===== config.mk =====
export PLATFORM = sky130hd
export DESIGN_NAME = downmix_hold_resampler
export DESIGN_NICKNAME = d
export VERILOG_FILES = /design/src/dhr_pkg.sv /design/src/downmix_hold_resampler.sv /design/src/dhr_front.sv /design/src/dhr_queue.sv /design/src/dhr_divider.sv /design/src/dhr_back.sv
export SDC_FILE = /design/constraint.sdc
export NUM_CORES = 1
export LEC_CHECK = 0
export BUFFER_PORTS_ARGS = -buffer_cell sky130_fd_sc_hd__buf_2
export CELL_PAD_IN_SITES_DETAIL_PLACEMENT = 1
export CELL_PAD_IN_SITES_GLOBAL_PLACEMENT = 1
export CORE_ASPECT_RATIO = 0.7
export CORE_MARGIN = 5
export CORE_UTILIZATION = 50
export CTS_CLUSTER_DIAMETER = 80
export DETAILED_ROUTE_END_ITERATION = 8
export PLACE_DENSITY = 0.82
export SLEW_MARGIN = 20
export SYNTH_ARGS = -nofsm -noshare
export SYNTH_HDL_FRONTEND = slang
export SYNTH_SLANG_ARGS = --single-unit

===== constraint.sdc =====
create_clock -name clk -period 5.5 [get_ports clk]
set_clock_uncertainty 0.05 [all_clocks]
set_input_delay 0.55 -clock clk [delete_from_list [all_inputs] [get_ports clk]]
set_output_delay 0.55 -clock clk [all_outputs]
set_load 0.005 [all_outputs]

===== src/dhr_pkg.sv =====
// shared types, constants and helpers of the downmix hold resampler
// no dependencies
package dhr_pkg;

  localparam int SAMPLE_W          = 16;
  localparam int STEP_W            = 23;
  localparam int COUNT_W           = 4;
  localparam int APB_ADDR_W        = 4;
  localparam int APB_DATA_W        = 32;
  localparam int DEF_MAX_CHANNELS  = 8;
  localparam int DEF_FRACTION_BITS = 16;
  localparam int DEF_MAX_RUN       = 64;
  localparam int PHASE_HEAD_BITS   = 7;
  localparam int QUEUE_DEPTH       = 2;

  localparam logic [STEP_W-1:0]  STEP_RESET  = 23'd65536;
  localparam logic [COUNT_W-1:0] COUNT_RESET = 4'd1;

  typedef enum logic [1:0] {
    REG_STEP_RATIO     = 2'd0,
    REG_CHANNEL_COUNT  = 2'd1,
    REG_NARROW_SAMPLES = 2'd2
  } reg_index_t;

  typedef struct packed {
    logic [STEP_W-1:0]  step_ratio;
    logic [COUNT_W-1:0] channel_count;
    logic               narrow_samples;
  } cfg_t;

  // frame sum holds up to max_channels full-scale samples
  function automatic int sum_width(input int max_channels);
    return SAMPLE_W + $clog2(max_channels);
  endfunction

  // effective channel count 1..max_channels
  function automatic int count_width(input int max_channels);
    return $clog2(max_channels + 1);
  endfunction

  // 8-bit unsigned: (b - 128) << 8, i.e. flip the top bit and shift
  function automatic logic signed [SAMPLE_W-1:0] to_q15(input logic [SAMPLE_W-1:0] raw,
                                                        input logic narrow);
    if (narrow) begin
      return {~raw[7], raw[6:0], 8'h00};
    end
    return raw;
  endfunction

endpackage


===== src/downmix_hold_resampler.sv =====
// Zero-order-hold sample rate converter with channel downmix. Interleaved
// channel samples (unsigned 8-bit or signed 16-bit) are taken one per cycle
// while a frame is being summed. The sum of a frame goes into a two-entry
// frame queue when its closing sample is taken; the back end divides the
// frame sum by the channel count in a serial divider (one quotient bit per
// cycle, a bit for each bit of the frame sum whatever count is configured;
// the first output of a frame is offered once the divider is done) and then
// emits the held value once per cycle, up to 64 times, as long as the output
// side takes it. Input stalls only when two completed frames are already
// waiting for the back end. No clearing pass follows reset.
// depends on dhr_pkg, dhr_front, dhr_queue, dhr_back
module downmix_hold_resampler #(
  parameter int MAX_CHANNELS  = dhr_pkg::DEF_MAX_CHANNELS,
  parameter int FRACTION_BITS = dhr_pkg::DEF_FRACTION_BITS,
  parameter int MAX_RUN       = dhr_pkg::DEF_MAX_RUN
) (
  input  logic                                  clk,
  input  logic                                  rst,
  input  logic                                  psel,
  input  logic                                  penable,
  input  logic                                  pwrite,
  input  logic [dhr_pkg::APB_ADDR_W-1:0]        paddr,
  input  logic [dhr_pkg::APB_DATA_W-1:0]        pwdata,
  output logic [dhr_pkg::APB_DATA_W-1:0]        prdata,
  output logic                                  pready,
  input  logic                                  sample_valid,
  output logic                                  sample_stall,
  input  logic [dhr_pkg::SAMPLE_W-1:0]          raw_sample,
  output logic                                  result_valid,
  input  logic                                  result_stall,
  output logic signed [dhr_pkg::SAMPLE_W-1:0]   out_sample,
  output logic                                  run_last
);
  import dhr_pkg::*;

  localparam int SUM_W   = sum_width(MAX_CHANNELS);
  localparam int CNT_W   = count_width(MAX_CHANNELS);
  localparam int ENTRY_W = SUM_W + CNT_W;

  cfg_t                    cfg;
  reg_index_t              reg_index;
  logic                    cfg_write;
  logic                    push;
  logic signed [SUM_W-1:0] push_sum;
  logic [CNT_W-1:0]        push_count;
  logic                    queue_full;
  logic                    frame_pop;
  logic                    frame_ready;
  logic [ENTRY_W-1:0]      head;

  assign pready    = 1'b1;
  assign reg_index = reg_index_t'(paddr[3:2]);
  assign cfg_write = psel & penable & pwrite & pready;

  always_ff @(posedge clk) begin
    if (rst) begin
      cfg.step_ratio     <= STEP_RESET;
      cfg.channel_count  <= COUNT_RESET;
      cfg.narrow_samples <= 1'b0;
    end else if (cfg_write) begin
      case (reg_index)
        REG_STEP_RATIO:     cfg.step_ratio     <= pwdata[STEP_W-1:0];
        REG_CHANNEL_COUNT:  cfg.channel_count  <= pwdata[COUNT_W-1:0];
        REG_NARROW_SAMPLES: cfg.narrow_samples <= pwdata[0];
        default: begin
        end
      endcase
    end
  end

  always_comb begin
    case (reg_index)
      REG_STEP_RATIO:     prdata = APB_DATA_W'(cfg.step_ratio);
      REG_CHANNEL_COUNT:  prdata = APB_DATA_W'(cfg.channel_count);
      REG_NARROW_SAMPLES: prdata = APB_DATA_W'(cfg.narrow_samples);
      default:            prdata = '0;
    endcase
  end

  dhr_front #(
    .MAX_CHANNELS (MAX_CHANNELS)
  ) u_front (
    .clk          (clk),
    .rst          (rst),
    .cfg          (cfg),
    .sample_valid (sample_valid),
    .sample_stall (sample_stall),
    .raw_sample   (raw_sample),
    .push         (push),
    .push_sum     (push_sum),
    .push_count   (push_count),
    .queue_full   (queue_full)
  );

  dhr_queue #(
    .WIDTH (ENTRY_W),
    .DEPTH (QUEUE_DEPTH)
  ) u_queue (
    .clk       (clk),
    .rst       (rst),
    .push      (push),
    .push_data ({push_sum, push_count}),
    .full      (queue_full),
    .pop       (frame_pop),
    .pop_data  (head),
    .not_empty (frame_ready)
  );

  dhr_back #(
    .MAX_CHANNELS  (MAX_CHANNELS),
    .FRACTION_BITS (FRACTION_BITS),
    .MAX_RUN       (MAX_RUN)
  ) u_back (
    .clk          (clk),
    .rst          (rst),
    .cfg          (cfg),
    .frame_ready  (frame_ready),
    .frame_sum    (signed'(head[ENTRY_W-1:CNT_W])),
    .frame_count  (head[CNT_W-1:0]),
    .frame_pop    (frame_pop),
    .result_valid (result_valid),
    .result_stall (result_stall),
    .out_sample   (out_sample),
    .run_last     (run_last)
  );

endmodule


===== src/dhr_front.sv =====
// front end: takes channel samples, converts to q1.15 and sums frames
// depends on dhr_pkg; pushes each completed frame into the frame queue
module dhr_front #(
  parameter int MAX_CHANNELS = dhr_pkg::DEF_MAX_CHANNELS,
  localparam int SUM_W = dhr_pkg::sum_width(MAX_CHANNELS),
  localparam int CNT_W = dhr_pkg::count_width(MAX_CHANNELS)
) (
  input  logic                              clk,
  input  logic                              rst,
  input  dhr_pkg::cfg_t                     cfg,
  input  logic                              sample_valid,
  output logic                              sample_stall,
  input  logic [dhr_pkg::SAMPLE_W-1:0]      raw_sample,
  output logic                              push,
  output logic signed [SUM_W-1:0]           push_sum,
  output logic [CNT_W-1:0]                  push_count,
  input  logic                              queue_full
);
  import dhr_pkg::*;

  localparam int POS_W = (MAX_CHANNELS > 1) ? $clog2(MAX_CHANNELS) : 1;

  logic signed [SUM_W-1:0] sum;
  logic [POS_W-1:0]        pos;
  logic                    accept;
  logic [CNT_W-1:0]        eff_count;
  logic [CNT_W-1:0]        pos_inc;
  logic                    mid_frame;
  logic signed [SUM_W-1:0] sum_next;

  assign sample_stall = queue_full;
  assign accept       = sample_valid & ~queue_full;

  always_comb begin
    if (cfg.channel_count == '0) begin
      eff_count = CNT_W'(1);
    end else if (int'(cfg.channel_count) > MAX_CHANNELS) begin
      eff_count = CNT_W'(MAX_CHANNELS);
    end else begin
      eff_count = CNT_W'(cfg.channel_count);
    end
  end

  assign pos_inc   = CNT_W'(pos) + CNT_W'(1);
  // a lowered count closes the frame at once with what has been summed
  assign mid_frame = pos_inc < eff_count;
  assign sum_next  = sum + SUM_W'(to_q15(raw_sample, cfg.narrow_samples));

  assign push       = accept & ~mid_frame;
  assign push_sum   = sum_next;
  assign push_count = eff_count;

  always_ff @(posedge clk) begin
    if (rst) begin
      sum <= '0;
      pos <= '0;
    end else if (accept) begin
      if (mid_frame) begin
        sum <= sum_next;
        pos <= POS_W'(pos_inc);
      end else begin
        sum <= '0;
        pos <= '0;
      end
    end
  end

endmodule


===== src/dhr_queue.sv =====
// short fifo of completed frames between front and back
// no package dependencies
module dhr_queue #(
  parameter int WIDTH = 24,
  parameter int DEPTH = 2
) (
  input  logic             clk,
  input  logic             rst,
  input  logic             push,
  input  logic [WIDTH-1:0] push_data,
  output logic             full,
  input  logic             pop,
  output logic [WIDTH-1:0] pop_data,
  output logic             not_empty
);

  localparam int PTR_W  = (DEPTH > 1) ? $clog2(DEPTH) : 1;
  localparam int FILL_W = $clog2(DEPTH + 1);

  logic [WIDTH-1:0]  mem [DEPTH];
  logic [PTR_W-1:0]  wr_ptr;
  logic [PTR_W-1:0]  rd_ptr;
  logic [FILL_W-1:0] fill;

  assign full      = fill == FILL_W'(DEPTH);
  assign not_empty = fill != '0;
  assign pop_data  = mem[rd_ptr];

  always_ff @(posedge clk) begin
    if (push) begin
      mem[wr_ptr] <= push_data;
    end
  end

  always_ff @(posedge clk) begin
    if (rst) begin
      wr_ptr <= '0;
      rd_ptr <= '0;
      fill   <= '0;
    end else begin
      if (push) begin
        wr_ptr <= (wr_ptr == PTR_W'(DEPTH - 1)) ? '0 : wr_ptr + PTR_W'(1);
      end
      if (pop) begin
        rd_ptr <= (rd_ptr == PTR_W'(DEPTH - 1)) ? '0 : rd_ptr + PTR_W'(1);
      end
      if (push && !pop) begin
        fill <= fill + FILL_W'(1);
      end else if (pop && !push) begin
        fill <= fill - FILL_W'(1);
      end
    end
  end

endmodule


===== src/dhr_divider.sv =====
// serial restoring divider: frame sum by channel count, truncating toward zero
// depends on dhr_pkg; one quotient bit per cycle
module dhr_divider #(
  parameter int SUM_W = 19,
  parameter int CNT_W = 4
) (
  input  logic                               clk,
  input  logic                               rst,
  input  logic                               start,
  input  logic signed [SUM_W-1:0]            dividend,
  input  logic [CNT_W-1:0]                   divisor,
  output logic                               done,
  output logic signed [dhr_pkg::SAMPLE_W-1:0] quotient
);
  import dhr_pkg::*;

  localparam int STEP_CNT_W = $clog2(SUM_W + 1);

  logic [SUM_W-1:0]      mag;
  logic [CNT_W-1:0]      rem;
  logic [CNT_W-1:0]      div;
  logic                  neg;
  logic                  busy;
  logic [STEP_CNT_W-1:0] steps;
  logic [CNT_W:0]        shifted;
  logic                  fits;
  logic [SUM_W-1:0]      signed_q;

  assign shifted  = {rem, mag[SUM_W-1]};
  assign fits     = shifted >= {1'b0, div};
  assign signed_q = neg ? (~mag + SUM_W'(1)) : mag;
  assign quotient = signed_q[SAMPLE_W-1:0];

  always_ff @(posedge clk) begin
    if (rst) begin
      busy  <= 1'b0;
      done  <= 1'b0;
      steps <= '0;
    end else begin
      done <= 1'b0;
      if (start) begin
        busy  <= 1'b1;
        steps <= STEP_CNT_W'(SUM_W);
        neg   <= dividend[SUM_W-1];
        // magnitude of the most negative sum still fits unsigned
        mag   <= dividend[SUM_W-1] ? (~dividend + SUM_W'(1)) : dividend;
        rem   <= '0;
        div   <= divisor;
      end else if (busy) begin
        rem   <= fits ? CNT_W'(shifted - {1'b0, div}) : shifted[CNT_W-1:0];
        mag   <= {mag[SUM_W-2:0], fits};
        steps <= steps - STEP_CNT_W'(1);
        if (steps == STEP_CNT_W'(1)) begin
          busy <= 1'b0;
          done <= 1'b1;
        end
      end
    end
  end

endmodule


===== src/dhr_back.sv =====
// back end: divides each frame, steps the phase and emits held outputs
// depends on dhr_pkg and dhr_divider; drives the result register
module dhr_back #(
  parameter int MAX_CHANNELS  = dhr_pkg::DEF_MAX_CHANNELS,
  parameter int FRACTION_BITS = dhr_pkg::DEF_FRACTION_BITS,
  parameter int MAX_RUN       = dhr_pkg::DEF_MAX_RUN,
  localparam int SUM_W = dhr_pkg::sum_width(MAX_CHANNELS),
  localparam int CNT_W = dhr_pkg::count_width(MAX_CHANNELS)
) (
  input  logic                                clk,
  input  logic                                rst,
  input  dhr_pkg::cfg_t                       cfg,
  input  logic                                frame_ready,
  input  logic signed [SUM_W-1:0]             frame_sum,
  input  logic [CNT_W-1:0]                    frame_count,
  output logic                                frame_pop,
  output logic                                result_valid,
  input  logic                                result_stall,
  output logic signed [dhr_pkg::SAMPLE_W-1:0] out_sample,
  output logic                                run_last
);
  import dhr_pkg::*;

  localparam int PHASE_W = FRACTION_BITS + PHASE_HEAD_BITS;
  localparam int ADD_W   = ((PHASE_W > STEP_W) ? PHASE_W : STEP_W) + 1;
  localparam int RUN_W   = $clog2(MAX_RUN);
  localparam logic [PHASE_W-1:0] PHASE_ONE =
    {{(PHASE_W - FRACTION_BITS - 1){1'b0}}, 1'b1, {FRACTION_BITS{1'b0}}};
  localparam logic [PHASE_W-1:0] PHASE_MAX = '1;

  typedef enum logic [1:0] {
    IDLE,
    DIVIDE,
    EMIT
  } state_t;

  state_t                       state;
  logic [PHASE_W-1:0]           phase;
  logic [RUN_W-1:0]             run;
  logic signed [SAMPLE_W-1:0]   held;
  logic                         div_done;
  logic signed [SAMPLE_W-1:0]   quotient;
  logic [PHASE_W-1:0]           phase_drop;
  logic [ADD_W-1:0]             phase_add;
  logic [PHASE_W-1:0]           phase_step;
  logic                         last;
  logic                         out_free;

  assign frame_pop = (state == IDLE) && frame_ready;

  dhr_divider #(
    .SUM_W (SUM_W),
    .CNT_W (CNT_W)
  ) u_divider (
    .clk      (clk),
    .rst      (rst),
    .start    (frame_pop),
    .dividend (frame_sum),
    .divisor  (frame_count),
    .done     (div_done),
    .quotient (quotient)
  );

  // a capped run can leave the phase below one; the drop then clamps at zero
  assign phase_drop = (phase >= PHASE_ONE) ? (phase - PHASE_ONE) : '0;
  assign phase_add  = ADD_W'(phase) + ADD_W'(cfg.step_ratio);
  assign phase_step = (phase_add > ADD_W'(PHASE_MAX)) ? PHASE_MAX : PHASE_W'(phase_add);
  assign last       = (phase_step >= PHASE_ONE) || (run == RUN_W'(MAX_RUN - 1));
  assign out_free   = !result_valid || !result_stall;

  always_ff @(posedge clk) begin
    if (rst) begin
      state        <= IDLE;
      phase        <= PHASE_ONE;
      run          <= '0;
      result_valid <= 1'b0;
    end else begin
      if (state == EMIT && out_free) begin
        result_valid <= 1'b1;
        out_sample   <= held;
        run_last     <= last;
      end else if (!result_stall) begin
        result_valid <= 1'b0;
      end

      case (state)
        IDLE: begin
          if (frame_ready) begin
            state <= DIVIDE;
          end
        end
        DIVIDE: begin
          if (div_done) begin
            held  <= quotient;
            phase <= phase_drop;
            run   <= '0;
            state <= (phase_drop < PHASE_ONE) ? EMIT : IDLE;
          end
        end
        EMIT: begin
          if (out_free) begin
            phase <= phase_step;
            run   <= run + RUN_W'(1);
            if (last) begin
              state <= IDLE;
            end
          end
        end
        default: begin
          state <= IDLE;
        end
      endcase
    end
  end

endmodule


* Yosys cells after proc, flatten, opt, wreduce, memory -nomap -nowiden *
Memory sizes are Yosys's and may differ from the RTL's. A register that Yosys moved wholly into a read port is not among the register bits.
Index checks and enable logic that the tools add are counted.

cells by class
  add/sub/neg operators = 13
  multipliers = 0
  divide/modulo/power cells = 0
  magnitude comparators = 7
  equal/unequal tests = 12
  shifts and indexed selects = 0
  mux-type cells = 44
  bitwise operators = 11
  reductions and logical operators = 28

operators by type and width
  kind                                                                 number
  two-way mux 23 bit                                                   4
  two-way mux 19 bit                                                   4
  case mux 23 bit (3 select lines)                                     1
  two-way mux 16 bit                                                   3
  greater-or-equal comparator 23 x 17 -> 1 bit, second input constant  2
  case mux 23 bit (2 select lines)                                     1
  adder 23 x 23 -> 24 bit                                              1
  > comparator 24 x 23 -> 1 bit, second input constant                 1
  less-than comparator 23 x 17 -> 1 bit, second input constant         1
  subtractor 23 x 17 -> 23 bit, second input constant                  1
  adder 19 x 16 -> 19 bit                                              1
  adder 19 x 2 -> 19 bit, second input constant                        1
  inverter 19 bit                                                      1
  adder 16 x 1 -> 16 bit, second input constant                        1
  two-way mux 4 bit                                                    4
  inverter 16 bit                                                      1
  two-way mux 2 bit                                                    7
  two-way mux 1 bit                                                    13
  two-way mux 6 bit                                                    2
  case mux 6 bit (2 select lines)                                      1
  AND reduction 2 bit                                                  6
  two-way mux 5 bit                                                    2
  != test 2 x 1 -> 1 bit, second input constant                        4
  nonzero test 2 bit                                                   4
  28 further kinds                                                     48

word-level totals
  register bits after elaboration = 154
  latch bits = 0
  memory bits (writable) = 46
  ROM bits = 0
  logic and storage cells = 139
  memories = 1

memories
  name         words  bits a word  rd ports  clocked after Yosys merged registers in  write ports  line             source
  u_queue.mem  2      23           1         1                                        1            dhr_queue.sv:20  logic [WIDTH-1:0] mem [DEPTH];

* Longest topological paths before layout *
  depth after elaboration = 10
  gate-level depth with buffers = 15
  gate-level depth less buffers = 13

* Hierarchy *
A second synthesis with hierarchy kept.

unflattened totals
  cells, all modules = 1,193
  area total of the unflattened synthesis = 11,875.1 µm²

by module, submodules not included
  module                  times used  cells an instance  area an instance (µm²)  sequential area each (µm²)
  dhr_back                1           432                4,061.4                 1,631.6
  dhr_divider             1           250                2,389.8                 980.9
  dhr_front               1           253                2,020.7                 440.4
  dhr_queue               1           93                 1,865.5                 1,481.4
  downmix_hold_resampler  1           165                1,537.7                 560.5

* Least setup slack after synthesis *
Ideal clock, no wire load.

  path kind = register -> register
  start = register u_front.pos[0]
  end = memory u_queue.mem[0][0] (netlist bit), enable pin
  data arrival time = 3.054 ns
  path slack = 1.964 ns
  cell stages (with the launch flop) = 8
  buffers on the path = 1
  clock period less this slack = 3.536 ns
  cells stage by stage = dfxtp_1 ha_1 ha_1 a21o_1 a21o_1 a21oi_1 clkbuf_1 nor3_1

between the ends
  word-level cells in the longest chain between the ends = 6

ends and longest elaborated chain
  element                                  line             source
  start, declared                          dhr_front.sv:24  logic [POS_W-1:0] pos;
  start signal, assigned                   dhr_front.sv:60  pos <= POS_W'(pos_inc);
  adder 3 x 1 -> 4 bit                     dhr_front.sv:44  assign pos_inc = CNT_W'(pos) + CNT_W'(1);
  less-than comparator 4 bit               dhr_front.sv:46  assign mid_frame = pos_inc < eff_count;
  inverter 1 bit                           dhr_front.sv:49  assign push = accept & ~mid_frame;
  AND 1 bit                                dhr_front.sv:49
  two-way mux 1 bit                        dhr_queue.sv:30  if (push) begin
  two-way mux 1 bit (not written as such)  dhr_queue.sv:31  mem[wr_ptr] <= push_data;
  end, declared                            dhr_queue.sv:20

No other way between the ends.

* Worst setup path after layout *
  start = register cfg[5] (netlist name)
  end = register u_back.state[1]

between the ends
  word-level cells in the longest chain between the ends = 7

ends and longest elaborated chain
  element                                           line            source
  adder 23 x 23 -> 24 bit (*)                       dhr_back.sv:66  assign phase_add = ADD_W'(phase) + ADD_W'(cfg.step_ratio);
  > comparator 24 x 23 -> 1 bit                     dhr_back.sv:67  assign phase_step = (phase_add > ADD_W'(PHASE_MAX)) ? PHASE_MAX : PHASE_W'(phase_add);
  two-way mux 23 bit (*)                            dhr_back.sv:67
  greater-or-equal comparator 23 x 17 -> 1 bit (*)  dhr_back.sv:68  assign last = (phase_step >= PHASE_ONE) || (run == RUN_W'(MAX_RUN - 1));
  logical OR 1 bit (*)                              dhr_back.sv:68
  named net u_back.last                             dhr_back.sv:46  logic last;
  != test 2 x 1 -> 1 bit (no line) (*)              -
  AND reduction 4 bit (no line) (*)                 -
  end signal, assigned                              dhr_back.sv:97  state <= (phase_drop < PHASE_ONE) ? EMIT : IDLE;
  end, declared                                     dhr_back.sv:37  state_t state;

Mark *: on every way through the listed nets, which the timed path passes. The rest lies on a longest branch.
A chain may end at the register's enable or synchronous reset.

==> out/qor.csv <==
stage,metric,value,unit
critical_path,reg2reg_to,u_back.state[1],
sta,tightest_slew,0.9928,ns
die,core-area,21450,um^2
clock_network,cts_buffers,21,
power,powerDensity,380.4,nW/um^2
finish,syn2layout_area_growth,12.30,%
route,drc,0,
clock_network,clk_latency,0.51,ns
sta,fin_tns_setup,0,ns
synthesis,async_reset_ff_frac,0,
clock_network,cts_htree_levels,1,
route,dr_wl_met3,1510,um
synthesis,synth_edf_count,107,
placement,buffer_ports.inserted,89,
synthesis,ys.flop_type,edfxtp_1,
die,die_w,185.8,um
clock_network,cts_tree,built,
finish,drive_above_1_share,0.1370,
sta,fmax,282.3,MHz
die,ios,111,
critical_path,r2r_cells,12,
synthesis,synthCells,1107,
job,cap_violations,0,
critical_path,rr_startpoint,cfg[5],
die,rows,45,
placement,place.gp.congestion,0.8791,
critical_path,crit_path_start_kind,flip-flop,
finish,num-nets-final,1301,
clock_network,cts_buffer_depth,3,
route,via_per_inst,5.767,
die,dieArea,24710,um^2
sta,period_minus_slack,3.542,ns
critical_path,cp-end-kind,flip-flop,
synthesis,synth_area_per_cell,9.767,um^2
synthesis,synth.distinct_cells,66,
critical_path,path_max_fanout,3,
critical_path,rrSetupSlack,1.96,ns
hold_path,holdCritPathClass,in -> reg,
global_route,grt_pass1_wl,46120,um
global_route,grt_antenna_before_repair,0,
sta,slew_viol_final,0,
route,firstDrtPassIters,5,
critical_path,cp.required,5.87,ns
finish,diodes,0,
sta,slew-limit-headroom,0.3365,
run_status,status,finished clean,
sta,min_period_over_period,0.6441,
critical_path,critPathArrivalTime,3.91,ns
clock_network,clk_pin_slew_worst_paths,0.07,ns
die,start_util,0.5040,
power,leakage,4.737,nW
sta,rsz0062_at_grt,no,
clock_network,postCtsHoldBufs,0,
route,first_iter_violations,518,
sta,hold_violations,0,
global_route,grt_util_all_layers,0.2285,
route,vias,8530,
route,wire_per_inst,19.28,um
clock_network,ctsRootBufferMaster,clkbuf_16,
synthesis,ys_seq_area_frac,0.4712,
sta,finalSetupViolations,0,
route,top_layer,met4,
route,wl_met1,13930,um
hold_path,hold_path_depth,3,
finish,final_util,0.5660,
critical_path,crit_type,reg -> reg,
global_route,grt_max_degree,73,
power,irDropWorstVdd,0.0002356,V
route,antenna_left,0,
route,wl_met2,12690,um
critical_path,startpoint,cfg[5],
clock_network,cts_setup_buffers,0,
synthesis,ys_warn_count,0,
clock_network,cts_resized,0,
route,wl,28520,um
critical_path,cp-endpoint,u_back.state[1],
die,die_y,133.0,um
synthesis,netlist_area,10810,um^2
synthesis,synth-seq-cells,201,
global_route,overflow,0,
clock_network,clock_sinks,201,
placement,dp_hpwl,20680,um
global_route,grt_pass1_vias,8654,
==> metrics by stage <==
step                hold WS (ns)  cells  instance area [um^2]  setup WS, ns  power [mW]
floorplan                 0.3503   1115                 10840         1.964       2.899
global placement          0.3522   1441                 11480         2.127       3.149
detailed placement        0.3583   1441                 11480         2.116       3.243
CTS                       0.1810   1479                 12130         2.087       4.645
global route              0.1979   1479                 12140         1.790       4.881
finish                    0.1972   1479                 12140         1.958       4.618
==> flip-flops by register name, summed over array words and instances (netlist names), 3 cells and up, named ones only <==
signal	cells
u_queue.mem	46
cfg	28
u_back.phase	23
u_back.u_divider.mag	19
u_front.sum	19
u_back.held	16
u_back.out_sample	16
u_back.run	6
u_back.u_divider.steps	5
u_back.u_divider.div	4
u_back.u_divider.rem	4
u_front.pos	3
==> placed cells by master, fill, tap and decap left out, types with 27 or more instances in the layout <==
| cell type | Yosys | layout |
|---|---|---|
| inv_1 | 39 | 39 |
| nor2_1 | 81 | 79 |
| ha_1 | 57 | 57 |
| mux2i_1 | 31 | 31 |
| o21ai_0 | 53 | 53 |
| a21oi_1 | 111 | 110 |
| dfxtp_1 | 94 | 94 |
| xnor2_1 | 48 | 48 |
| nor3_1 | 30 | 27 |
| buf_2 | 7 | 89 |
| edfxtp_1 | 107 | 107 |
| nand2_1 | 122 | 122 |
| xor2_1 | 28 | 28 |
==> worst min path at each step <==
stage,startpoint,slack (ns),end
4_1_cts,pwdata[16],0.18,cfg[21]
2_1_floorplan,u_back.held[0],0.35,u_back.out_sample[0]
3_5_place_dp,u_back.held[1],0.36,u_back.out_sample[1]
5_1_grt,pwdata[16],0.20,cfg[21]
6_report,pwdata[16],0.20,cfg[21]
3_3_place_gp,u_back.held[9],0.35,u_back.out_sample[9]
==> metal layers <==
metal / GRT usage / up-vias
li1: - / 4133
met1: 0.3416 / 4139
met2: 0.3536 / 226
met3: 0.03517 / 32
met4: 0.04531 / 0
met5: 0 / -
==> report_power, final <==
| part | internal (mW) | switching (mW) |
|---|---|---|
| combinational | 0.456 | 0.710 |
| sequential | 1.88 | 0.175 |
| clock | 0.792 | 0.602 |
| total | 3.13 | 1.49 |
==> worst max-delay path: stages, from the launching register on <==
cell,delay [ns]
dfxtp_1,0.41
ha_1,0.26
inv_1,0.07
fa_1,0.39
nand2b_1,0.18
a21oi_1,0.25
o21ai_0,0.22
o21bai_1,0.40
o2bb2ai_1,0.30
inv_1,0.09
a311oi_1,0.33
nand4_1,0.24
o31ai_2,0.26
==> kinds of logic after synthesis <==
kind of cell | share of synthesized area
adder cells (fa/ha/maj) | 0.07152
AO/OA/AOI/OAI | 0.1559
multiplexers | 0.04120
AND/OR/NAND/NOR | 0.1596
flip-flops | 0.4712
XOR/XNOR | 0.06157
other | 0.0006946
buffers and inverters | 0.03831
==> final cells by class <==
type                            instances  area (um^2)
Inverter                               39        146.4
Clock buffer                           22        529.3
Fill cell                            2459         9310
Tap cell                              282        352.8
Sequential cell                       201         5095
Clock inverter                         16        127.6
Timing Repair Buffer                  100        528.0
Multi-Input combinational cell        819         5363
==> cells in the mapped netlist (11+ instances only) <==
library cell | instances | area share
clkbuf_1 | 36 | 0.012
nor3_1 | 30 | 0.014
xnor2_1 | 48 | 0.039
mux2i_1 | 31 | 0.029
mux2_2 | 12 | 0.012
dfxtp_1 | 94 | 0.17
nand2b_1 | 15 | 0.0087
ha_1 | 57 | 0.066
o21ai_0 | 53 | 0.025
and2_1 | 22 | 0.013
edfxtp_1 | 107 | 0.30
nor2b_1 | 12 | 0.0069
nand2_1 | 122 | 0.042
a21o_1 | 19 | 0.013
buf_4 | 11 | 0.0076
nand3_1 | 20 | 0.0093
xor2_1 | 28 | 0.023
a21oi_1 | 111 | 0.051
nand4_1 | 12 | 0.0069
inv_1 | 39 | 0.014
nor2_1 | 81 | 0.028
a311oi_1 | 13 | 0.011
(Power assumes the default switching activity.)
